**src/hhc_pkg.sv**
```systemverilog
// ----------------------------------------------------------------------------
// hhc_pkg
// Shared constants and types for the value to hue heat-map color pipeline.
// ----------------------------------------------------------------------------
package hhc_pkg;

   localparam int SAMPLE_BITS_DEF  = 16;
   localparam int CHANNEL_BITS_DEF = 8;

   // The normalized fraction and the hue are unsigned Q0.16 values.
   localparam int FRAC_BITS = 16;
   localparam logic [FRAC_BITS:0]   ONE_Q      = {1'b1, {FRAC_BITS{1'b0}}};
   localparam logic [FRAC_BITS-1:0] HUE_BLUE_Q = 16'd43647;

   localparam int RANGE_LOW_RESET  = 0;
   localparam int RANGE_HIGH_RESET = 32767;

   localparam int CSR_INDEX_BITS = 1;
   localparam logic [CSR_INDEX_BITS-1:0] CSR_RANGE_LOW  = 1'b0;
   localparam logic [CSR_INDEX_BITS-1:0] CSR_RANGE_HIGH = 1'b1;

   typedef enum logic [1:0] {
      MODE_DIVIDE,
      MODE_ZERO,
      MODE_ONE,
      MODE_GRAY
   } mode_type;

endpackage

```
**src/hhc_front.sv**
```systemverilog
// ----------------------------------------------------------------------------
// hhc_front
// Range check stage: classifies a request against the range registers and
// forms the dividend and divisor of the normalization.
// ----------------------------------------------------------------------------
module hhc_front #(
   parameter int SAMPLE_BITS = hhc_pkg::SAMPLE_BITS_DEF
) (
   input  logic                          clock,
   input  logic                          reset,
   input  logic                          in_valid,
   output logic                          in_ready,
   input  logic signed [SAMPLE_BITS-1:0] in_sample,
   input  logic signed [SAMPLE_BITS-1:0] range_low,
   input  logic signed [SAMPLE_BITS-1:0] range_high,
   output logic                          out_valid,
   input  logic                          out_ready,
   output hhc_pkg::mode_type             out_mode,
   output logic [SAMPLE_BITS:0]          out_num,
   output logic [SAMPLE_BITS:0]          out_den
);

   logic signed [SAMPLE_BITS:0] sample_ext;
   logic signed [SAMPLE_BITS:0] low_ext;
   logic signed [SAMPLE_BITS:0] high_ext;
   hhc_pkg::mode_type           mode_in;
   hhc_pkg::mode_type           mode_ff;
   logic [SAMPLE_BITS:0]        num_in;
   logic [SAMPLE_BITS:0]        num_ff;
   logic [SAMPLE_BITS:0]        den_in;
   logic [SAMPLE_BITS:0]        den_ff;
   logic                        valid_ff;

   assign sample_ext = {in_sample[SAMPLE_BITS-1], in_sample};
   assign low_ext    = {range_low[SAMPLE_BITS-1], range_low};
   assign high_ext   = {range_high[SAMPLE_BITS-1], range_high};
   assign num_in     = sample_ext - low_ext;
   assign den_in     = high_ext - low_ext;

   always_comb begin
      priority if (high_ext <= low_ext) begin
         mode_in = hhc_pkg::MODE_GRAY;
      end else if (sample_ext <= low_ext) begin
         mode_in = hhc_pkg::MODE_ZERO;
      end else if (sample_ext >= high_ext) begin
         mode_in = hhc_pkg::MODE_ONE;
      end else begin
         mode_in = hhc_pkg::MODE_DIVIDE;
      end
   end

   assign in_ready = !valid_ff || out_ready;

   always_ff @(posedge clock) begin
      if (reset) begin
         valid_ff <= 1'b0;
      end else if (in_ready) begin
         valid_ff <= in_valid;
      end
      if (in_valid && in_ready) begin
         mode_ff <= mode_in;
         num_ff  <= num_in;
         den_ff  <= den_in;
      end
   end

   assign out_valid = valid_ff;
   assign out_mode  = mode_ff;
   assign out_num   = num_ff;
   assign out_den   = den_ff;

endmodule

```
**src/hhc_div_stage.sv**
```systemverilog
// ----------------------------------------------------------------------------
// hhc_div_stage
// One restoring division step: develops one quotient bit of the normalized
// fraction per register stage.
// ----------------------------------------------------------------------------
module hhc_div_stage #(
   parameter int SAMPLE_BITS = hhc_pkg::SAMPLE_BITS_DEF
) (
   input  logic                             clock,
   input  logic                             reset,
   input  logic                             in_valid,
   output logic                             in_ready,
   input  hhc_pkg::mode_type                in_mode,
   input  logic [SAMPLE_BITS:0]             in_rem,
   input  logic [SAMPLE_BITS:0]             in_den,
   input  logic [hhc_pkg::FRAC_BITS-1:0]    in_quot,
   output logic                             out_valid,
   input  logic                             out_ready,
   output hhc_pkg::mode_type                out_mode,
   output logic [SAMPLE_BITS:0]             out_rem,
   output logic [SAMPLE_BITS:0]             out_den,
   output logic [hhc_pkg::FRAC_BITS-1:0]    out_quot
);

   logic [SAMPLE_BITS+1:0]            shifted;
   logic [SAMPLE_BITS+1:0]            diff;
   logic                              fits;
   logic [SAMPLE_BITS:0]              rem_in;
   logic [hhc_pkg::FRAC_BITS-1:0]     quot_in;
   logic                              valid_ff;
   hhc_pkg::mode_type                 mode_ff;
   logic [SAMPLE_BITS:0]              rem_ff;
   logic [SAMPLE_BITS:0]              den_ff;
   logic [hhc_pkg::FRAC_BITS-1:0]     quot_ff;

   assign shifted = {in_rem, 1'b0};
   assign diff    = shifted - {1'b0, in_den};
   assign fits    = shifted >= {1'b0, in_den};
   assign rem_in  = fits ? diff[SAMPLE_BITS:0] : shifted[SAMPLE_BITS:0];
   assign quot_in = {in_quot[hhc_pkg::FRAC_BITS-2:0], fits};

   assign in_ready = !valid_ff || out_ready;

   always_ff @(posedge clock) begin
      if (reset) begin
         valid_ff <= 1'b0;
      end else if (in_ready) begin
         valid_ff <= in_valid;
      end
      if (in_valid && in_ready) begin
         mode_ff <= in_mode;
         rem_ff  <= rem_in;
         den_ff  <= in_den;
         quot_ff <= quot_in;
      end
   end

   assign out_valid = valid_ff;
   assign out_mode  = mode_ff;
   assign out_rem   = rem_ff;
   assign out_den   = den_ff;
   assign out_quot  = quot_ff;

endmodule

```
**src/hhc_hue.sv**
```systemverilog
// ----------------------------------------------------------------------------
// hhc_hue
// Two register stages: the hue product from the normalized fraction, then
// the sector and the rising or falling ramp value of the six-sector rule.
// ----------------------------------------------------------------------------
module hhc_hue (
   input  logic                           clock,
   input  logic                           reset,
   input  logic                           in_valid,
   output logic                           in_ready,
   input  hhc_pkg::mode_type              in_mode,
   input  logic [hhc_pkg::FRAC_BITS-1:0]  in_quot,
   output logic                           out_valid,
   input  logic                           out_ready,
   output logic                           out_gray,
   output logic [2:0]                     out_sector,
   output logic [hhc_pkg::FRAC_BITS:0]    out_x
);

   localparam int FB = hhc_pkg::FRAC_BITS;

   logic [FB:0]     frac;
   logic [FB:0]     inv;
   logic [2*FB:0]   prod;
   logic            ready1;
   logic            valid1_ff;
   logic            gray1_ff;
   logic [FB-1:0]   hue_ff;
   logic [FB+2:0]   h6;
   logic [2:0]      sector_in;
   logic [FB:0]     f_ext;
   logic [FB:0]     x_in;
   logic            ready2;
   logic            valid2_ff;
   logic            gray2_ff;
   logic [2:0]      sector_ff;
   logic [FB:0]     x_ff;

   always_comb begin
      unique case (in_mode)
         hhc_pkg::MODE_ZERO: frac = '0;
         hhc_pkg::MODE_ONE:  frac = hhc_pkg::ONE_Q;
         default:            frac = {1'b0, in_quot};
      endcase
   end

   assign inv  = hhc_pkg::ONE_Q - frac;
   assign prod = (2*FB+1)'(inv) * (2*FB+1)'(hhc_pkg::HUE_BLUE_Q);

   assign ready1   = !valid1_ff || ready2;
   assign in_ready = ready1;

   always_ff @(posedge clock) begin
      if (reset) begin
         valid1_ff <= 1'b0;
      end else if (ready1) begin
         valid1_ff <= in_valid;
      end
      if (in_valid && ready1) begin
         gray1_ff <= (in_mode == hhc_pkg::MODE_GRAY);
         hue_ff   <= prod[2*FB-1:FB];
      end
   end

   assign h6        = {1'b0, hue_ff, 2'b00} + {2'b00, hue_ff, 1'b0};
   assign sector_in = h6[FB+2:FB];
   assign f_ext     = {1'b0, h6[FB-1:0]};
   assign x_in      = sector_in[0] ? (hhc_pkg::ONE_Q - f_ext) : f_ext;

   assign ready2 = !valid2_ff || out_ready;

   always_ff @(posedge clock) begin
      if (reset) begin
         valid2_ff <= 1'b0;
      end else if (ready2) begin
         valid2_ff <= valid1_ff;
      end
      if (valid1_ff && ready2) begin
         gray2_ff  <= gray1_ff;
         sector_ff <= sector_in;
         x_ff      <= x_in;
      end
   end

   assign out_valid  = valid2_ff;
   assign out_gray   = gray2_ff;
   assign out_sector = sector_ff;
   assign out_x      = x_ff;

endmodule

```
**src/hhc_color.sv**
```systemverilog
// ----------------------------------------------------------------------------
// hhc_color
// Output stage: scales the ramp value to the channel width and places the
// full, ramp and zero parts on red, green and blue by sector, or mid gray on all three for a gray result.
// ----------------------------------------------------------------------------
module hhc_color #(
   parameter int CHANNEL_BITS = hhc_pkg::CHANNEL_BITS_DEF
) (
   input  logic                          clock,
   input  logic                          reset,
   input  logic                          in_valid,
   output logic                          in_ready,
   input  logic                          in_gray,
   input  logic [2:0]                    in_sector,
   input  logic [hhc_pkg::FRAC_BITS:0]   in_x,
   output logic                          out_valid,
   input  logic                          out_ready,
   output logic [CHANNEL_BITS-1:0]       out_red,
   output logic [CHANNEL_BITS-1:0]       out_green,
   output logic [CHANNEL_BITS-1:0]       out_blue
);

   localparam int FB = hhc_pkg::FRAC_BITS;
   localparam int PW = FB + CHANNEL_BITS + 1;
   localparam logic [CHANNEL_BITS-1:0] FULL      = '1;
   localparam logic [CHANNEL_BITS-1:0] MID_GRAY  = {1'b1, {(CHANNEL_BITS-1){1'b0}}};
   localparam logic [PW-1:0]           HALF      = PW'(1) << (FB - 1);

   logic [PW-1:0]           scaled_sum;
   logic [CHANNEL_BITS-1:0] ramp;
   logic [CHANNEL_BITS-1:0] red_in;
   logic [CHANNEL_BITS-1:0] green_in;
   logic [CHANNEL_BITS-1:0] blue_in;
   logic                    valid_ff;
   logic [CHANNEL_BITS-1:0] red_ff;
   logic [CHANNEL_BITS-1:0] green_ff;
   logic [CHANNEL_BITS-1:0] blue_ff;

   assign scaled_sum = PW'(in_x) * PW'(FULL) + HALF;
   assign ramp       = scaled_sum[FB+CHANNEL_BITS-1:FB];

   always_comb begin
      if (in_gray) begin
         red_in   = MID_GRAY;
         green_in = MID_GRAY;
         blue_in  = MID_GRAY;
      end else begin
         unique case (in_sector)
            3'd0: begin
               red_in = FULL;  green_in = ramp;  blue_in = '0;
            end
            3'd1: begin
               red_in = ramp;  green_in = FULL;  blue_in = '0;
            end
            3'd2: begin
               red_in = '0;    green_in = FULL;  blue_in = ramp;
            end
            3'd3: begin
               red_in = '0;    green_in = ramp;  blue_in = FULL;
            end
            3'd4: begin
               red_in = ramp;  green_in = '0;    blue_in = FULL;
            end
            default: begin
               red_in = FULL;  green_in = '0;    blue_in = ramp;
            end
         endcase
      end
   end

   assign in_ready = !valid_ff || out_ready;

   always_ff @(posedge clock) begin
      if (reset) begin
         valid_ff <= 1'b0;
      end else if (in_ready) begin
         valid_ff <= in_valid;
      end
      if (in_valid && in_ready) begin
         red_ff   <= red_in;
         green_ff <= green_in;
         blue_ff  <= blue_in;
      end
   end

   assign out_valid = valid_ff;
   assign out_red   = red_ff;
   assign out_green = green_ff;
   assign out_blue  = blue_ff;

endmodule

```
**src/value_to_hue_heatmap_color.sv**
```systemverilog
// ----------------------------------------------------------------------------
// value_to_hue_heatmap_color
// Maps a signed sample onto a blue to red heat-map color. The sample is
// normalized against the range registers by a pipelined restoring divider,
// turned into a hue and passed through the six-sector HSV to RGB rule.
// ----------------------------------------------------------------------------
// A request passes through the range check stage, the divider stages, the hue stages and the color stage.
// Throughput: one request per cycle while the response side is not stalled; one pipeline register stage per
// quotient bit of the 16-bit normalization sets the depth.
// Each stage holds its own valid bit, so bubbles are filled during a stall.
// Reset clears all valid bits and sets range_low to 0, range_high to 32767.
// ----------------------------------------------------------------------------
module value_to_hue_heatmap_color #(
   parameter int SAMPLE_BITS  = hhc_pkg::SAMPLE_BITS_DEF,
   parameter int CHANNEL_BITS = hhc_pkg::CHANNEL_BITS_DEF
) (
   input  logic                                clock,
   input  logic                                reset,
   input  logic                                csr_we,
   input  logic [hhc_pkg::CSR_INDEX_BITS-1:0]  csr_index,
   input  logic [SAMPLE_BITS-1:0]              csr_wdata,
   input  logic                                req_valid,
   output logic                                req_ready,
   input  logic signed [SAMPLE_BITS-1:0]       req_sample,
   output logic                                rsp_valid,
   input  logic                                rsp_ready,
   output logic [CHANNEL_BITS-1:0]             rsp_red,
   output logic [CHANNEL_BITS-1:0]             rsp_green,
   output logic [CHANNEL_BITS-1:0]             rsp_blue
);

   localparam int FB    = hhc_pkg::FRAC_BITS;
   localparam int NDIV  = hhc_pkg::FRAC_BITS;
   localparam logic [SAMPLE_BITS-1:0] LOW_RST  = SAMPLE_BITS'(hhc_pkg::RANGE_LOW_RESET);
   localparam logic [SAMPLE_BITS-1:0] HIGH_RST = SAMPLE_BITS'(hhc_pkg::RANGE_HIGH_RESET);

   logic [SAMPLE_BITS-1:0] range_low_ff;
   logic [SAMPLE_BITS-1:0] range_high_ff;

   logic                   div_valid [0:NDIV];
   logic                   div_ready [0:NDIV];
   hhc_pkg::mode_type      div_mode  [0:NDIV];
   logic [SAMPLE_BITS:0]   div_rem   [0:NDIV];
   logic [SAMPLE_BITS:0]   div_den   [0:NDIV];
   logic [FB-1:0]          div_quot  [0:NDIV];

   logic                   hue_valid;
   logic                   hue_ready;
   logic                   hue_gray;
   logic [2:0]             hue_sector;
   logic [FB:0]            hue_x;

   always_ff @(posedge clock) begin
      if (reset) begin
         range_low_ff  <= LOW_RST;
         range_high_ff <= HIGH_RST;
      end else if (csr_we) begin
         unique case (csr_index)
            hhc_pkg::CSR_RANGE_LOW:  range_low_ff  <= csr_wdata;
            hhc_pkg::CSR_RANGE_HIGH: range_high_ff <= csr_wdata;
            default: begin
            end
         endcase
      end
   end

   hhc_front #(
      .SAMPLE_BITS (SAMPLE_BITS)
   ) u_front (
      .clock      (clock),
      .reset      (reset),
      .in_valid   (req_valid),
      .in_ready   (req_ready),
      .in_sample  (req_sample),
      .range_low  (range_low_ff),
      .range_high (range_high_ff),
      .out_valid  (div_valid[0]),
      .out_ready  (div_ready[0]),
      .out_mode   (div_mode[0]),
      .out_num    (div_rem[0]),
      .out_den    (div_den[0])
   );

   assign div_quot[0] = '0;

   for (genvar k = 0; k < NDIV; k++) begin : g_div
      hhc_div_stage #(
         .SAMPLE_BITS (SAMPLE_BITS)
      ) u_stage (
         .clock     (clock),
         .reset     (reset),
         .in_valid  (div_valid[k]),
         .in_ready  (div_ready[k]),
         .in_mode   (div_mode[k]),
         .in_rem    (div_rem[k]),
         .in_den    (div_den[k]),
         .in_quot   (div_quot[k]),
         .out_valid (div_valid[k+1]),
         .out_ready (div_ready[k+1]),
         .out_mode  (div_mode[k+1]),
         .out_rem   (div_rem[k+1]),
         .out_den   (div_den[k+1]),
         .out_quot  (div_quot[k+1])
      );
   end

   hhc_hue u_hue (
      .clock      (clock),
      .reset      (reset),
      .in_valid   (div_valid[NDIV]),
      .in_ready   (div_ready[NDIV]),
      .in_mode    (div_mode[NDIV]),
      .in_quot    (div_quot[NDIV]),
      .out_valid  (hue_valid),
      .out_ready  (hue_ready),
      .out_gray   (hue_gray),
      .out_sector (hue_sector),
      .out_x      (hue_x)
   );

   hhc_color #(
      .CHANNEL_BITS (CHANNEL_BITS)
   ) u_color (
      .clock     (clock),
      .reset     (reset),
      .in_valid  (hue_valid),
      .in_ready  (hue_ready),
      .in_gray   (hue_gray),
      .in_sector (hue_sector),
      .in_x      (hue_x),
      .out_valid (rsp_valid),
      .out_ready (rsp_ready),
      .out_red   (rsp_red),
      .out_green (rsp_green),
      .out_blue  (rsp_blue)
   );

endmodule

```
**config.mk**
```make
export PLATFORM = sky130hd
export DESIGN_NAME = value_to_hue_heatmap_color
export DESIGN_NICKNAME = d
export VERILOG_FILES = /design/src/hhc_pkg.sv /design/src/hhc_front.sv /design/src/hhc_div_stage.sv /design/src/hhc_hue.sv /design/src/hhc_color.sv /design/src/value_to_hue_heatmap_color.sv
export SDC_FILE = /design/constraint.sdc
export NUM_CORES = 2
export LEC_CHECK = 0
export ABC_AREA = 1
export BUFFER_PORTS_ARGS = -buffer_cell sky130_fd_sc_hd__buf_2
export CAP_MARGIN = 30
export CORE_MARGIN = 2
export CORE_UTILIZATION = 65
export CTS_CLUSTER_DIAMETER = 60
export CTS_CLUSTER_SIZE = 12
export DETAILED_ROUTE_END_ITERATION = 7
export PLACE_DENSITY = 0.93
export SETUP_SLACK_MARGIN = 0.4
export SLEW_MARGIN = 0
export SYNTH_ARGS = -nofsm -noshare
export SYNTH_HDL_FRONTEND = slang
export SYNTH_SLANG_ARGS = --single-unit
```
**constraint.sdc**
```tcl
create_clock -name clock -period 16.6 [get_ports clock]
set_input_delay 4.15 -clock clock [delete_from_list [all_inputs] [get_ports clock]]
set_output_delay 4.15 -clock clock [all_outputs]
set_load 0.01 [all_outputs]
```
Yosys cells after proc, flatten, opt, wreduce, memory -nomap -nowiden
Cells that the tools add are included.
{"block": "word_totals", "input_bits": 38, "ff_bits": 828, "word_cells": 254}
{"block": "op_classes", "n_lt_le_gt_ge": 19, "n_addsub": 21, "n_reduce_logical": 70, "mul": 2, "n_mux": 22, "eq_ne": 7, "bitwise": 1}
{"operator": "greater-or-equal comparator 18 x 17 -> 1 bit", "count": 16}
{"operator": "2-to-1 mux 17 bit", "count": 15}
{"operator": "subtractor 17 bit", "count": 15}
{"operator": "case mux 8 bit (2 select lines)", "count": 3}
{"operator": "case mux 17 bit (2 select lines)", "count": 1}
{"operator": "subtractor 16 x 16 -> 17 bit", "count": 2}
{"operator": "less-or-equal comparator 16 bit", "count": 2}
{"operator": "multiplier 17 x 16 -> 32 bit (second input constant)", "count": 1}
{"operator": "adder 24 x 16 -> 24 bit (second input constant)", "count": 1}
{"operator": "multiplier 17 x 8 -> 24 bit (second input constant)", "count": 1}
{"operator": "logical AND 1 bit", "count": 20}
{"operator": "logical NOT 1 bit", "count": 20}
{"operator": "logical OR 1 bit", "count": 20}
{"operator": "adder 18 x 17 -> 19 bit", "count": 1}
{"operator": "subtractor 17 x 16 -> 17 bit (first input constant)", "count": 1}
{"operator": "subtractor 17 bit (first input constant)", "count": 1}
{"operator": "greater-or-equal comparator 16 bit", "count": 1}
{"operator": "2-to-1 mux 16 bit", "count": 1}
{"operator": "OR reduction 2 bit", "count": 7}
{"operator": "== test 3 x 2 -> 1 bit (second input constant)", "count": 2}
{"operator": "== test 2 bit (second input constant)", "count": 2}
{"operator": "2-to-1 mux 2 bit", "count": 2}
{"operator": "AND reduction 2 bit", "count": 2}
{"operator": "== test 3 x 1 -> 1 bit (second input constant)", "count": 1}
{"operator": "other kinds (4)", "count": 4}

Longest topological paths before layout
{"block": "logic_depth", "depth_word": 22, "ltp_mapped": 37}

Modules after synthesis
Synthesis repeated with hierarchy kept, for this count alone.
{"block": "unflattened", "cells_unflattened": 7764, "hier_area_um2": 66567.6}
{"mod": "hhc_div_stage", "area_per_inst_um2": 3020.4, "seq_area_each_um2": 1581.5, "cells_each": 340, "instances": 16}
{"mod": "hhc_hue", "area_per_inst_um2": 9004.9, "seq_area_each_um2": 1151.1, "cells_each": 1165, "instances": 1}
{"mod": "hhc_color", "area_per_inst_um2": 4574.4, "seq_area_each_um2": 740.7, "cells_each": 545, "instances": 1}
{"mod": "hhc_front", "area_per_inst_um2": 3402.0, "seq_area_each_um2": 1101.1, "cells_each": 438, "instances": 1}
{"mod": "value_to_hue_heatmap_color", "area_per_inst_um2": 1260.0, "seq_area_each_um2": 640.6, "cells_each": 176, "instances": 1}

Least setup slack after synthesis
No wires, ideal clock.
{"block": "synth_path", "path_kind": "input to output", "from": "in rsp_ready", "to": "out req_ready", "stages": 10, "t_arrival_ps": 5587, "path_slack_ps": 6863, "path_cell_list": "inv_1 > nand4_1 > nor3_2 > nand4_1 > nor2_2 > nand4_2 > nor2_4 > nand4_2 > nor2_4 > nand4_1"}
{"block": "synth_between", "elab_chain_len": 20}
{"element": "start: declaration", "line": "value_to_hue_heatmap_color.sv:26", "source": "input logic rsp_ready,"}
{"element": "logical OR 1 bit", "line": "hhc_color.sv:71", "source": "assign in_ready = !valid_ff || out_ready;"}
{"element": "logical OR 1 bit", "line": "hhc_hue.sv:70", "source": "assign ready2 = !valid2_ff || out_ready;"}
{"element": "logical OR 1 bit", "line": "hhc_hue.sv:50", "source": "assign ready1 = !valid1_ff || ready2;"}
{"element": "logical OR 1 bit (16 in series)", "line": "hhc_div_stage.sv:42", "source": "assign in_ready = !valid_ff || out_ready;"}
{"element": "logical OR 1 bit", "line": "hhc_front.sv:52", "source": "assign in_ready = !valid_ff || out_ready;"}
{"element": "end: declaration", "line": "value_to_hue_heatmap_color.sv:23", "source": "output logic req_ready,"}
Every way passes these cells.

Worst setup path in the final report
Same ends and word-level chain as after synthesis.

==> run metrics <==
status finished, final reports clean; RSZ-0062 raised after global routing no; vias per inst 5.909; Via Count 38460; post-synthesis instance area 52620 µm²; IO buf count 63; Total GRT Usage 29.84%; commonest cells after routing, fill and taps aside 914 x inv_1, 775 x edfxtp_1, 751 x nand2_1; EDFF count, synth 775; Post-CTS Setup Bufs 0; Worst Path Required 12.45 ns; final core area utilization 70.96%; number of DRC markers in iteration 0 3239; worst slew pin tran 0.9388 ns; drt drc 0; Synth-to-Final Area Change 8.282%; Synth Net Count 6005; R2R cell count 34; Leak 24.92 nW; die area 83240 µm²; Syn Inst Count 5271; CTS max path bufs 3; final wirelength 123.0 mm; Rel. slew slack 36.75%; Num CTS Buffers 82; die height 288.5 µm; CP max FO 5; Seq/Total Area, Yosys 46.21%; Post-DRT Antenna Nets 0; kind of critical path in2out; Clock Pin Slew Worst Setup and Hold Paths 0.07 ns; first-pass iteration count of the detailed router 6; FMAX 91.87 MHz; Die W 288.5 µm; CORE AREA 80290 µm²; cell area power density 80.42 nW/µm²; Diodes inserted 0; skew final 0.03440 ns; CP dominant cell by count nand4_1; layout cells sized above 1 4.661%; Post-CTS Resized 0; Final GP Congestion 0.9845; Arrival @ worst endpoint 6.73 ns; global-route wire length before repair 195.9 mm; Setup TNS 0 ns; crit-path cells buf_2 -> inv_1 -> nand4_1 -> nor3_2 -> nand4_1 -> nor2_2 -> nand4_2 -> nor2_4 -> nand4_2 -> nor2_4 -> nand4_1 -> buf_2; Min-Delay Path Class reg2reg; Hold Vio Cnt, Final 0; most common cell after layout, fill and taps aside inv_1; vias in the first global route 39320; HPWL after detailed placement 92.22 mm; Layout fillers 5290; Post-Syn Area per Cell 9.982 µm²; Period minus WS final 10.88 ns; Finished Layout Cells 6509; Tcrit/Tclk final 65.57%; CP max stage cell nor2_2; crit path launch type input port; clock sink count 827; CTS tree built; clock latency on the worst-skew pair 0.66 ns; Synth cell types 60; Core Rows 104; FFs w/ async S/R, synth 0%; Yosys Warn Count 0; initial antenna violation count 2; hold path depth 0; CTS H-tree depth 3; DR WL/cell 18.89 µm; CP endpoint kind output port; cts hold-fix bufs 0; largest net degree at the start of global routing 51; slowest stage delay, CP 0.36 ns; Clock Tree Root clkbuf_16; Worst VDD drop 0.08951 mV; Max Slew Vio Count 0; Initial Utilization 65.54%; # IOs 64; ys flop type edfxtp_1; register bit total from synthesis 827; Placed Cells 6352; Setup-failing EPs final 0; Overflow after GRT 0; Max-Cap Viols 0; final net count 6113
[registers in the layout, indices dropped and copies added, names as in the netlist, 2 cells and up]
| signal | flops |
|---|---|
| u_color.out_blue | 8 |
| u_front.out_mode | 2 |
| g_div.u_stage.out_valid | 16 |
| u_color.out_red | 8 |
| g_div.u_stage.out_rem | 255 |
| g_div.u_stage.out_den | 255 |
| u_hue.out_sector | 3 |
| u_front.out_num | 17 |
| range_high_ff | 16 |
| u_front.out_den | 17 |
| u_hue.out_x | 16 |
| u_hue.hue_ff | 16 |
| g_div.u_stage.out_quot | 136 |
| g_div.u_stage.out_mode | 32 |
| u_color.out_green | 8 |
| range_low_ff | 16 |
[cell usage after synthesis (22+ instances only)]
cell | number | share of area, %
a21oi_1 | 529 | 5.0
a31oi_1 | 23 | 0.27
ha_1 | 527 | 13
nor3_1 | 35 | 0.33
o21ai_0 | 332 | 3.2
o21bai_1 | 30 | 0.43
fa_1 | 169 | 6.4
inv_1 | 917 | 6.5
nand4_1 | 63 | 0.75
dfxtp_1 | 52 | 2.0
clkbuf_1 | 58 | 0.41
xor2_1 | 191 | 3.2
o31ai_1 | 22 | 0.31
nand2_1 | 751 | 5.4
o211ai_1 | 32 | 0.46
edfxtp_1 | 775 | 44
nand3_1 | 98 | 0.93
xnor2_1 | 140 | 2.3
nor2_1 | 346 | 2.5
[power by group]
part	internal (W)	switching (W)
Clock	0.00103	0.000796
Combinational	0.000142	0.000259
Sequential	0.00232	0.0000338
Total	0.00349	0.00109
[critical path: cells and delay by family]
family / cells / cell delay, ns
and+or+nand+nor: 9 / 2.16
buffers and inverters: 3 / 0.41
[routing by layer]
metal,vias to the layer above,part of all wire [%],wire [µm],GRT usage (%)
li1,18100,-,-,-
met4,4,7.5,9207,19.66
met1,17970,36,43950,32.79
met3,596,6.0,7370,4.321
met2,1791,51,62420,53.78
met5,-,0.023,28,0
[stage by stage]
step / hold WS, ns / setup WS [ns] / instance area, µm² / power, W
after floorplan: 0.4003 / 6.863 / 52620 / 0.002662
after global placement: 0.4002 / 5.957 / 54170 / 0.002766
after detailed placement: 0.4045 / 5.812 / 54340 / 0.002780
after CTS: 0.3959 / 5.787 / 56910 / 0.004582
after global routing: 0.4092 / 5.507 / 56970 / 0.004712
final: 0.3914 / 5.715 / 56970 / 0.004582
[path summary, 6_finish.rpt]
kind | slack, ns | from | end
hold / removal | 0.39 | g_div[13].u_stage.out_quot[11] | g_div[14].u_stage.out_quot[12]
hold reg to reg | 0.39 | g_div[13].u_stage.out_quot[11] | g_div[14].u_stage.out_quot[12]
setup / recovery | 5.72 | rsp_ready | req_ready
setup reg to reg | 8.04 | g_div[15].u_stage.out_mode[0] | u_hue.hue_ff[11]
[final cells by class]
| type | instances | area, µm² | area share (%) |
|---|---|---|---|
| timing repair buffer | 88 | 640.6 | 1.124 |
| sequential | 827 | 24310 | 42.67 |
| tap | 1060 | 1326 | 2.328 |
| multi-input combinational | 3455 | 24640 | 43.25 |
| clock inverter | 14 | 225.2 | 0.3953 |
| inverter | 925 | 3472 | 6.094 |
| clock buffer | 140 | 2354 | 4.131 |
[cell families after synthesis]
family | synth area share (%)
adders and majority gates | 18.96
buffers and inverters | 7.079
AOI/OAI and AO/OA | 11.16
DFF | 46.21
and+or+nand+nor | 10.86
xor gates and xnor gates | 5.707
muxes | 0.02140
Note: power is estimated with default switching activity, not from simulation.
